$ cat src/rtl/xcfd_pkg.sv
// Package for the XOR-checked frame deframer: types and constants.
// Depends on nothing.
`default_nettype none

package xcfd_pkg;

	localparam logic [7:0] START_BYTE = 8'hFF;
	localparam logic [7:0] XOR_INIT   = 8'h00;
	localparam int         TDATA_W    = 40;

	localparam logic KIND_PAYLOAD = 1'b0;
	localparam logic KIND_SUMMARY = 1'b1;

	typedef enum logic [4:0] {
		ST_HUNT  = 5'b00001,
		ST_CMD   = 5'b00010,
		ST_LEN   = 5'b00100,
		ST_DATA  = 5'b01000,
		ST_CHECK = 5'b10000
	} state_t;

	typedef struct packed {
		logic       status_error;
		logic       command_match;
		logic       checksum_ok;
		logic [7:0] frame_len;
		logic [7:0] frame_command;
		logic [7:0] byte_index;
		logic [7:0] data_byte;
	} result_t;

endpackage

`default_nettype wire

$ cat src/rtl/xor_checked_frame_deframer.sv
// Top level of the XOR-checked frame deframer.
// Depends on xcfd_pkg.
`default_nettype none

// Takes one received byte per transfer, hunts for the start byte 0xFF, then
// parses command, length, payload and checksum. Each payload byte leaves as a
// provisional item (tuser 0); the checksum byte yields one summary (tuser 1).
// A byte is taken every cycle as long as results are taken. A taken byte passes the
// input register; state update and result register load once the output register is
// free. Output backpressure is the only stall source. The user must see that the
// match command code is written through the cfg channel only while the block is
// idle; the block itself does not enforce it.
module xor_checked_frame_deframer (
	input  wire logic                         clk,
	input  wire logic                         arst_n,
	input  wire logic                         s_axis_tvalid,
	output logic                              s_axis_tready,
	input  wire logic [7:0]                   s_axis_tdata,  // rx_byte
	output logic                              m_axis_tvalid,
	input  wire logic                         m_axis_tready,
	// data_byte[7:0], byte_index[15:8], frame_command[23:16], frame_len[31:24],
	// checksum_ok[32], command_match[33], status_error[34], zeros[39:35]
	output logic [xcfd_pkg::TDATA_W-1:0]      m_axis_tdata,
	output logic                              m_axis_tuser,  // item_kind
	input  wire logic                         cfg_valid,
	output logic                              cfg_ready,
	input  wire logic [7:0]                   cfg_data       // match_cmd
);

	logic             in_valid_s1;
	logic [7:0]       in_byte_s1;
	logic             out_valid_s2;
	logic             out_kind_s2;
	xcfd_pkg::result_t out_res_s2;

	xcfd_pkg::state_t state_q, state_d;
	logic [7:0]       cmd_q, cmd_d;
	logic [7:0]       len_q, len_d;
	logic [7:0]       seen_q, seen_d;
	logic [7:0]       xor_q, xor_d;
	logic             first_nz_q, first_nz_d;
	logic [7:0]       exp_cmd_q;

	logic             out_free;
	logic             advance;
	logic             res_valid;
	logic             res_kind;
	xcfd_pkg::result_t res;
	logic [7:0]       seen_inc;

	assign out_free      = !out_valid_s2 || m_axis_tready;
	assign advance       = in_valid_s1 && out_free;
	assign s_axis_tready = !in_valid_s1 || out_free;
	assign cfg_ready     = 1'b1;
	assign seen_inc      = seen_q + 8'd1;

	always_comb begin
		state_d    = state_q;
		cmd_d      = cmd_q;
		len_d      = len_q;
		seen_d     = seen_q;
		xor_d      = xor_q;
		first_nz_d = first_nz_q;
		res_valid  = 1'b0;
		res_kind   = xcfd_pkg::KIND_PAYLOAD;
		res        = '0;
		unique case (state_q)
			xcfd_pkg::ST_HUNT: begin
				if (in_byte_s1 == xcfd_pkg::START_BYTE) begin
					cmd_d      = '0;
					len_d      = '0;
					seen_d     = '0;
					first_nz_d = 1'b0;
					xor_d      = xcfd_pkg::XOR_INIT ^ in_byte_s1;
					state_d    = xcfd_pkg::ST_CMD;
				end
			end
			xcfd_pkg::ST_CMD: begin
				cmd_d   = in_byte_s1;
				xor_d   = xor_q ^ in_byte_s1;
				state_d = xcfd_pkg::ST_LEN;
			end
			xcfd_pkg::ST_LEN: begin
				len_d   = in_byte_s1;
				xor_d   = xor_q ^ in_byte_s1;
				seen_d  = '0;
				state_d = (in_byte_s1 == 8'd0) ? xcfd_pkg::ST_CHECK : xcfd_pkg::ST_DATA;
			end
			xcfd_pkg::ST_DATA: begin
				res_valid         = 1'b1;
				res.data_byte     = in_byte_s1;
				res.byte_index    = seen_q;
				res.frame_command = cmd_q;
				res.frame_len     = len_q;
				if (seen_q == 8'd0 && in_byte_s1 != 8'd0) begin
					first_nz_d = 1'b1;
				end
				xor_d  = xor_q ^ in_byte_s1;
				seen_d = seen_inc;
				if (seen_inc == len_q) begin
					state_d = xcfd_pkg::ST_CHECK;
				end
			end
			xcfd_pkg::ST_CHECK: begin
				res_valid         = 1'b1;
				res_kind          = xcfd_pkg::KIND_SUMMARY;
				res.frame_command = cmd_q;
				res.frame_len     = len_q;
				res.checksum_ok   = (xor_q == in_byte_s1);
				res.command_match = (cmd_q == exp_cmd_q);
				res.status_error  = (len_q != 8'd0) && first_nz_q;
				state_d           = xcfd_pkg::ST_HUNT;
			end
			default: begin
				state_d = xcfd_pkg::ST_HUNT;
			end
		endcase
	end

	always_ff @(posedge clk or negedge arst_n) begin
		if (!arst_n) begin
			in_valid_s1 <= 1'b0;
		end else if (s_axis_tready) begin
			in_valid_s1 <= s_axis_tvalid;
		end
	end

	always_ff @(posedge clk) begin
		if (s_axis_tready && s_axis_tvalid) begin
			in_byte_s1 <= s_axis_tdata;
		end
	end

	always_ff @(posedge clk or negedge arst_n) begin
		if (!arst_n) begin
			state_q    <= xcfd_pkg::ST_HUNT;
			cmd_q      <= '0;
			len_q      <= '0;
			seen_q     <= '0;
			xor_q      <= xcfd_pkg::XOR_INIT;
			first_nz_q <= 1'b0;
		end else if (advance) begin
			state_q    <= state_d;
			cmd_q      <= cmd_d;
			len_q      <= len_d;
			seen_q     <= seen_d;
			xor_q      <= xor_d;
			first_nz_q <= first_nz_d;
		end
	end

	always_ff @(posedge clk or negedge arst_n) begin
		if (!arst_n) begin
			exp_cmd_q <= '0;
		end else if (cfg_valid && cfg_ready) begin
			exp_cmd_q <= cfg_data;
		end
	end

	always_ff @(posedge clk or negedge arst_n) begin
		if (!arst_n) begin
			out_valid_s2 <= 1'b0;
		end else if (advance) begin
			out_valid_s2 <= res_valid;
		end else if (m_axis_tready) begin
			out_valid_s2 <= 1'b0;
		end
	end

	always_ff @(posedge clk) begin
		if (advance && res_valid) begin
			out_kind_s2 <= res_kind;
			out_res_s2  <= res;
		end
	end

	assign m_axis_tvalid = out_valid_s2;
	assign m_axis_tuser  = out_kind_s2;
	assign m_axis_tdata  = {{(xcfd_pkg::TDATA_W - $bits(xcfd_pkg::result_t)){1'b0}}, out_res_s2};

endmodule

`default_nettype wire

$ cat config.mk
export PLATFORM = sky130hd
export DESIGN_NAME = xor_checked_frame_deframer
export DESIGN_NICKNAME = d
export VERILOG_FILES = /design/src/rtl/xcfd_pkg.sv /design/src/rtl/xor_checked_frame_deframer.sv
export SDC_FILE = /design/constraint.sdc
export NUM_CORES = 1
export LEC_CHECK = 0
export ABC_AREA = 1
export BUFFER_PORTS_ARGS = -buffer_cell sky130_fd_sc_hd__buf_2
export CELL_PAD_IN_SITES_DETAIL_PLACEMENT = 1
export CELL_PAD_IN_SITES_GLOBAL_PLACEMENT = 2
export CORE_UTILIZATION = 30
export CTS_CLUSTER_SIZE = 24
export DETAILED_ROUTE_END_ITERATION = 10
export PLACE_DENSITY_LB_ADDON = 0.1
export RECOVER_POWER = 25
export SLEW_MARGIN = 20
export SYNTH_ARGS = -nofsm -noshare
export SYNTH_HDL_FRONTEND = slang
export SYNTH_SLANG_ARGS = --single-unit
$ cat constraint.sdc
create_clock -name clk -period 4.9 [get_ports clk]
set_clock_uncertainty 0.2 [all_clocks]
set_input_delay 0.245 -clock clk [delete_from_list [all_inputs] [get_ports clk]]
set_output_delay 0.245 -clock clk [all_outputs]
set_load 0.005 [all_outputs]
# Word-level counts from Yosys, hierarchy flattened
# Cells that the tools add are included.
[op_classes] n_eq_ne=12 n_reduce_logical=27 n_mux=17 n_addsub=1 n_bitwise=1
[ops] cell="one-hot mux 8 bit (2 select lines)" n=3
[ops] cell="== test 8 bit" n=3
[ops] cell="one-hot mux 8 bit (3 select lines)" n=1
[ops] cell="one-hot mux 5 bit (4 select lines)" n=1
[ops] cell="zero test 8 bit" n=2
[ops] cell="two-way mux 8 bit" n=2
[ops] cell="nonzero test 8 bit" n=2
[ops] cell="two-way mux 5 bit" n=3
[ops] cell="AND reduction 3 bit" n=5
[ops] cell="nonzero test 2 bit" n=5
[ops] cell="adder 8 x 1 -> 8 bit, second input constant" n=1
[ops] cell="== test 8 bit, second input constant" n=1
[ops] cell="bitwise XOR 8 bit" n=1
[ops] cell="two-way mux 1 bit" n=6
[ops] cell="!= test 2 bit, second input constant" n=3
[ops] cell="== test 5 x 1 -> 1 bit, second input constant" n=1
[ops] cell="== test 5 x 2 -> 1 bit, second input constant" n=1
[ops] cell="== test 5 x 3 -> 1 bit, second input constant" n=1
[ops] cell="== test 5 x 4 -> 1 bit, second input constant" n=1
[ops] cell="== test 5 bit, second input constant" n=1
[ops] cell="logical AND 1 bit" n=5
[ops] cell="AND reduction 4 bit" n=1
[ops] cell="nonzero test 3 bit" n=1
[ops] cell="OR reduction 3 bit" n=1
[ops] cell="other kinds (4)" n=6
[word_totals] regBits=92 out_inout_bits=44

# Depth between registers and ports, before layout
# Gate-level depths: netlist of the first run.
[depth] word_depth=4 depth_mapped=14 mapped_depth_nobuf=14

# Worst setup path before layout of the first run
# No wires, ideal clock.
[synth_path] kind="register to register" from="register state_q[1]" to="register out_res_s2 (netlist bit m_axis_tdata[0]), enable pin" n_path_buf=1 setup_slack_ps=1480 arrival_ps=2790 synth_period_minus_slack_ps=3420 t_required_ps=4271 stages_incl_launch_ff=8 path_cell_list="dfrtp_1 or2_4 nor4_4 inv_2 nand2_1 inv_2 buf_2 nor2_1"
[synth_between] elab_chain_len=4 word_cells_on_any_way=5 classes_between="eq/ne: 2; mux: 1; reduce/logical: 2"
[synth_rtl] item="start, declared" line_no="xor_checked_frame_deframer.sv:36" text="xcfd_pkg::state_t state_q, state_d;"
[synth_rtl] item="start signal, assigned" line_no="xor_checked_frame_deframer.sv:136" text="state_q <= xcfd_pkg::ST_HUNT;"
[synth_rtl] item="start signal, assigned" line_no="xor_checked_frame_deframer.sv:143" text="state_q <= state_d;"
[synth_rtl] item="== test 5 bit or == test 5 x 4 -> 1 bit (tied branches)" line_no="xor_checked_frame_deframer.sv:67" text="unique case (state_q)"
[synth_rtl] item="OR reduction 2 bit (no line) *"
[synth_rtl] item="two-way mux 1 bit *" line_no="xor_checked_frame_deframer.sv:67"
[synth_rtl] item="logical AND 1 bit *" line_no="xor_checked_frame_deframer.sv:171" text="if (advance && res_valid) begin"
[synth_rtl] item="end signal, assigned" line_no="xor_checked_frame_deframer.sv:173" text="out_res_s2 <= res;"
[synth_rtl] item="end, declared" line_no="xor_checked_frame_deframer.sv:34" text="xcfd_pkg::result_t out_res_s2;"
# Every way passes the cells marked *; elsewhere a longest branch is shown, timed or not.
# A chain may end at the register's enable or synchronous reset.

# Final worst setup path of the first run
[layout_path] from="register state_q[1]" to="register out_res_s2 (netlist bit m_axis_tdata[34]), enable pin"
# The elaborated chain is that of the path after synthesis.

==> results of run 1 <==
==> cell usage after synthesis, drive strengths merged <==
library cell / number
nor3: 2
a21oi: 3
buf: 13
o22ai: 16
nand2: 98
conb: 2
and3: 1
clkbuf: 1
dfrtp: 47
inv: 50
nor4: 7
nand3: 38
nand4: 6
or2: 1
nand3b: 1
xnor2: 3
o21bai: 1
mux2: 6
ha: 2
dfstp: 1
o21ai: 21
nor2: 49
nor4b: 1
xor2: 13
edfxtp: 44
==> power by group <==
| group | total [mW] | internal (mW) | switching (mW) |
|---|---|---|---|
| clock network | 0.663 | 0.348 | 0.315 |
| logic | 0.625 | 0.209 | 0.416 |
| registers | 1.03 | 0.938 | 0.0878 |
==> what timing repair did <==
action / 4_1_cts / 5_1_grt
buffers inserted: 0 / 0
hold endpoints to repair: 64 / 0
hold buffers: 18 / 0
==> cell usage in the layout (no fill, tap or decap), types with 2 or more instances in the layout <==
| cell type | instances |
|---|---|
| nor2_4 | 2 |
| nand4_1 | 6 |
| nand3_1 | 37 |
| conb_1 | 6 |
| buf_2 | 47 |
| nor4_4 | 3 |
| xor2_1 | 13 |
| dlygate4sd3_1 | 18 |
| o21ai_2 | 5 |
| nor4_1 | 4 |
| nand2_2 | 5 |
| clkbuf_16 | 9 |
| xnor2_1 | 3 |
| ha_1 | 2 |
| dfrtp_1 | 47 |
| o22ai_1 | 16 |
| inv_2 | 3 |
| nor2_1 | 46 |
| o21ai_0 | 15 |
| nand2_1 | 92 |
| edfxtp_1 | 44 |
| clkinv_2 | 3 |
| clkbuf_1 | 12 |
| inv_1 | 47 |
| a21oi_1 | 3 |
| mux2_2 | 6 |
| clkinv_4 | 3 |
==> registers in the layout (all words and copies together) (netlist names) <==
register / cells
cmd_q: 8
len_q: 8
in_byte_s1: 8
state_q: 5
first_nz_q: 1
exp_cmd_q: 8
m_axis_tuser: 1
seen_q: 8
in_valid_s1: 1
m_axis_tvalid: 1
xor_q: 8
m_axis_tdata: 35
==> path summary, 6_finish.rpt <==
check	startpoint	end	depth (start not counted)
setup / recovery	state_q[1]	m_axis_tdata[34]	6
hold / removal	m_axis_tready	in_valid_s1	4
setup reg to reg	state_q[1]	m_axis_tdata[34]	6
hold reg to reg	first_nz_q	first_nz_q	2
max in group asynchronous	arst_n	len_q[0]	3
min in group asynchronous	arst_n	xor_q[4]	3
==> area by class of cell <==
type,instances,area [um2],share of cell area (%)
clock buffers,9,225.2,4.376
clock inverters,7,52.55,1.021
inverters,50,187.7,3.647
multi-input cells,275,1471,28.59
flip-flops and latches,92,2524,49.04
well taps,180,225.2,4.376
repair buffers,77,460.4,8.947
==> per-layer routing <==
metal | part of all wire (%) | vias to the layer above | wire length (um)
met5 | 0 | - | 0
met4 | 1.2 | 0 | 141
met3 | 3.1 | 10 | 348
met2 | 48 | 59 | 5431
met1 | 48 | 1547 | 5362
li1 | - | 1563 | -
==> through the flow <==
| step | hold WS (ns) | worst slack (ns) | area, um2 | util [%] |
|---|---|---|---|---|
| after CTS | 0.03401 | 1.546 | 5164 | 37.20 |
| final | 0.04154 | 1.606 | 5146 | 37.07 |
| after detailed placement | 0.2228 | 1.559 | 4706 | 33.90 |
| after global routing | 0.07708 | 1.045 | 5146 | 37.07 |
| after floorplan | -0.2506 | 1.480 | 4275 | - |
| after global placement | 0.2112 | 1.639 | 4706 | 33.90 |
==> cells by family after synthesis <==
family	count (synthesis)	synth area share [%]
other cells	2	0.1763
compound gates	41	5.785
flops	92	59.24
fa+ha+maj	2	0.5873
buf+inv	64	6.755
xor+xnor	16	3.289
simple gates	204	22.58
mux	6	1.586
==> worst max-delay path: cells and delay by family, from the launching register on <==
kind,cells,cell delay [ns]
flops,1,0.43
buf+inv,2,0.51
simple gates,4,1.75
==> results.tsv, run 1 <==
stage	metric	value	unit
status	status	finished with violations	
status	violations	max-capacitance violations, max-slew violations	
clocking	cts_root_buffer	clkbuf_16	
final_layout	fillers	1619	
final_layout	fin_cells	690	
critical_path	worstSetupPathType	reg -> reg	
place	dp_cells	656	
critical_path	cp_cell_sequence	or2_4 -> nor4_4 -> inv_2 -> nand2_1 -> inv_2 -> nor2_4	
global_routing	grt_pass1_wl	18000	um
die	core	13880	um2
detailed_routing	drt-pass1-iter-count	4	
pwr	peakVddDrop	0.1704	mV
flow_run	drv_cap	1	
final_layout	nets	528	
die	start_util	30.69	%
detailed_routing	wl_per_cell	16.35	um
critical_path	crit_fanout	36	
detailed_routing	antenna_left	0	
clocking	cts_tree	built	
timing	rsz0062_at_grt	no	
yosys	avgSynthCellArea	9.977	um2
critical_path	startpoint_type	flop	
yosys	synth_cell_types	38	
timing	hold_violations	0	
yosys	synth_top_area_share	31.01	%
global_routing	grt_max_degree	49	
die	dieArea	14680	um2
clocking	htree_levels	3	
final_layout	diodes	0	
clocking	clock_latency	0.35	ns
hold_path	hold_path.class	in -> reg	
place	hpwl	8052	um
die	fp.dieW	121.2	um
critical_path	critical-path-slowest-cell	nor2_4	
clocking	post_cts_resized	0	
timing	fin_setup_tns	0	ns
global_routing	antenna_found_initial	0	
detailed_routing	vias_per_cell	4.607	
yosys	synth_area_leaders	edfxtp_1, dfrtp_1, nand2_1	
timing	max_freq	0.3036	GHz
critical_path	cp-end-kind	flop	
global_routing	grt_util_all_layers	16.60	%
die	io_pins	65	
clocking	cts_buffer_depth	2	
yosys	yosysSeqAreaShare	59.24	%
pwr	p_leak	2.249	nW
global_routing	met2_usage	27.14	%
timing	final.period_utilization	67.23	%
detailed_routing	drc	0	
pwr	power_density	449.6	nW/um2
global_routing	gr-max-usage-layer	met2	
global_routing	grt.met1_usage	22.09	%
yosys	synth_top_cell_by_area	edfxtp_1	
clocking	path_clk_slew	0.07	ns
global_routing	grt_pass1_vias	3342	
place	place_congestion	0.7576	
critical_path	path_common_cell	inv_2	
final_layout	drive_above_1_share	18.43	%
critical_path	critPathMaxStageDelay	0.81	ns
detailed_routing	via_count	3179	
critical_path	rrSetupSlack	1.61	ns
die	rows	43	
yosys	yosysWarnings	0	
critical_path	arrival	3.06	ns
timing	tightest_slew	2.837	ns
yosys	synth_area	4260	um2
timing	maxSlewViolCount	49	
global_routing	grt_use_met3	2.726	%
clocking	clock_sinks	92	
timing	fin_crit	3.294	ns
global_routing	grt-ovfl-total	0	
timing	relSlewSlack	-89.11	%
clocking	cts_buffers	9	
critical_path	cp.required	4.66	ns
final_layout	syn_to_final_growth	20.79	%
yosys	synth-seq-cells	92	
detailed_routing	drt_iter0_markers	144	
yosys	netlist_instances	427	
die	fp.dieH	121.2	um
pwr	finalPower	2.314	mW
timing	setup_viol	0	
place	port_buffers	58	
detailed_routing	wl	11280	um
Power figures use the tool's default switching activity.
==> inputs of run 2 (changes only) <==
- clock period: 4.9 -> 2.9 ns (I/O delays scaled with it)
==> results.tsv, run 2 (same netlist as run 1, synthesis figures left out) <==
stage	metric	value	unit
status	status	finished, final reports clean	
global_routing	grt.met1_usage	23.29	%
hold_path	min-delay-start	cfg_valid	
detailed_routing	wl_per_cell	16.44	um
final_layout	syn_to_final_growth	23.58	%
hold_path	hold_path.class	in -> reg	
place	place_congestion	0.7449	
final_layout	nets	539	
critical_path	critical-path-slowest-cell	dfrtp_1	
critical_path	critPathMaxStageDelay	0.56	ns
final_layout	largest_reg_flops	35	
timing	final.period_utilization	85.23	%
timing	fin_crit	2.472	ns
global_routing	grt_use_met3	2.679	%
flow_run	drv_cap	0	
detailed_routing	wl	11530	um
global_routing	grt_pass1_wl	18540	um
critical_path	arrival	2.32	ns
detailed_routing	antenna_left	0	
global_routing	grt_pass1_vias	3377	
clocking	clock_latency	0.36	ns
critical_path	r2r_start	state_q[4]	
place	placed_cell_area	4748	um2
critical_path	cp.required	2.74	ns
clocking	htree_levels	3	
detailed_routing	vias_per_cell	4.628	
final_layout	diodes	0	
clocking	path_clk_slew	0.07	ns
global_routing	grt_util_all_layers	17.25	%
detailed_routing	drc	0	
critical_path	path_common_cell	inv_1	
pwr	peakVddDrop	0.2778	mV
critical_path	cp-startpoint	state_q[4]	
global_routing	grt_max_degree	33	
timing	fin_setup_tns	0	ns
die	start_util	30.69	%
global_routing	antenna_found_initial	0	
pwr	p_leak	2.311	nW
timing	relSlewSlack	8.782	%
place	hpwl	8310	um
clocking	cts_root_buffer	clkbuf_16	
critical_path	worstSetupPathType	reg -> reg	
final_layout	fillers	1616	
final_layout	final_util	37.93	%
final_layout	drive_above_1_share	19.77	%
critical_path	cp_num_buf_inv	4	
timing	setup_viol	0	
timing	hold_violations	0	
die	fp.dieH	121.2	um
clocking	cts_tree	built	
detailed_routing	via_count	3244	
critical_path	cp-end-kind	flop	
die	io_pins	65	
clocking	post_cts_buffers	0	
pwr	finalPower	3.935	mW
clocking	clock_sinks	92	
timing	maxSlewViolCount	0	
final_layout	mostFrequentLayoutCells	nand2_1, buf_2, inv_1, dfrtp_1, nor2_1	
detailed_routing	drt_iter0_markers	149	
global_routing	grt-ovfl-total	0	
clocking	cts_buffers	9	
detailed_routing	drt-pass1-iter-count	4	
pwr	power_density	747.4	nW/um2
timing	rsz0062_at_grt	no	
final_layout	final_common_cell	nand2_1	
final_layout	design_area	5265	um2
timing	max_freq	0.4046	GHz
critical_path	crit_family	simple AND/OR/NAND/NOR gates	
die	core	13880	um2
die	rows	43	
critical_path	crit_fanout	32	
critical_path	startpoint_type	flop	
die	dieArea	14680	um2
global_routing	gr-max-usage-layer	met2	
die	fp.dieW	121.2	um
timing	tightest_slew	1.368	ns
clocking	cts_buffer_depth	2	
global_routing	met2_usage	27.29	%
place	port_buffers	58	
critical_path	cp_cell_sequence	inv_1 -> nor3_2 -> inv_1 -> nand2_1 -> inv_2 -> nor2_4 -> buf_12	
[run 2: routing by layer]
layer	vias up	wire [um]	share of wire, %
li1	1585	-	-
met4	0	255	2.2
met2	61	5342	46
met3	19	318	2.8
met5	-	0	0
met1	1579	5610	49
[run 2: worst paths after layout]
path / end / slack (ns) / cells past startpoint
max in group asynchronous: seen_q[2] / 0.87 / 3
min in group asynchronous: xor_q[2] / 0.42 / 2
hold reg to reg: state_q[0] / 0.30 / 2
hold / removal: exp_cmd_q[4] / 0.01 / 2
setup / recovery: m_axis_tdata[14] / 0.43 / 7
setup reg to reg: m_axis_tdata[14] / 0.43 / 7
[run 2: power breakdown]
part	total, mW	leakage (nW)	internal, mW	switching (mW)
clock network	1.12	0.133	0.589	0.531
logic	1.08	1.12	0.374	0.706
registers	1.73	1.06	1.58	0.150
[run 2: repair_timing]
| action | 4_1_cts | 5_1_grt |
|---|---|---|
| setup endpoints to repair | 0 | 0 |
| resized for setup | 0 | 0 |
| hold buffers | 25 | 0 |
| hold endpoints to repair | 37 | 0 |
[run 2: area by class of cell]
class	count	area (um2)	area share [%]
well taps	180	225.2	4.278
flip-flops and latches	92	2524	47.93
clock inverters	6	47.55	0.9030
repair buffers	88	580.6	11.03
clock buffers	10	229.0	4.349
inverters	50	187.7	3.565
multi-input cells	275	1471	27.95
[run 2: metrics by stage]
step | instances | hold slack (ns) | worst slack, ns
global placement | 660 | -0.03216 | 0.4568
global route | 701 | 0.03945 | 0.2413
floorplan | 431 | -0.3506 | 0.08367
finish | 701 | 0.01284 | 0.4285
CTS | 701 | 0.003447 | 0.3528
detailed placement | 660 | -0.03416 | 0.4001
[run 2: worst reg2reg max path, stage by stage (launching register included)]
cell and delay [ns]:
dfrtp_1 0.56, inv_1 0.13, nor3_2 0.36, inv_1 0.12, nand2_1 0.10, inv_2 0.15
nor2_4 0.27, buf_12 0.24
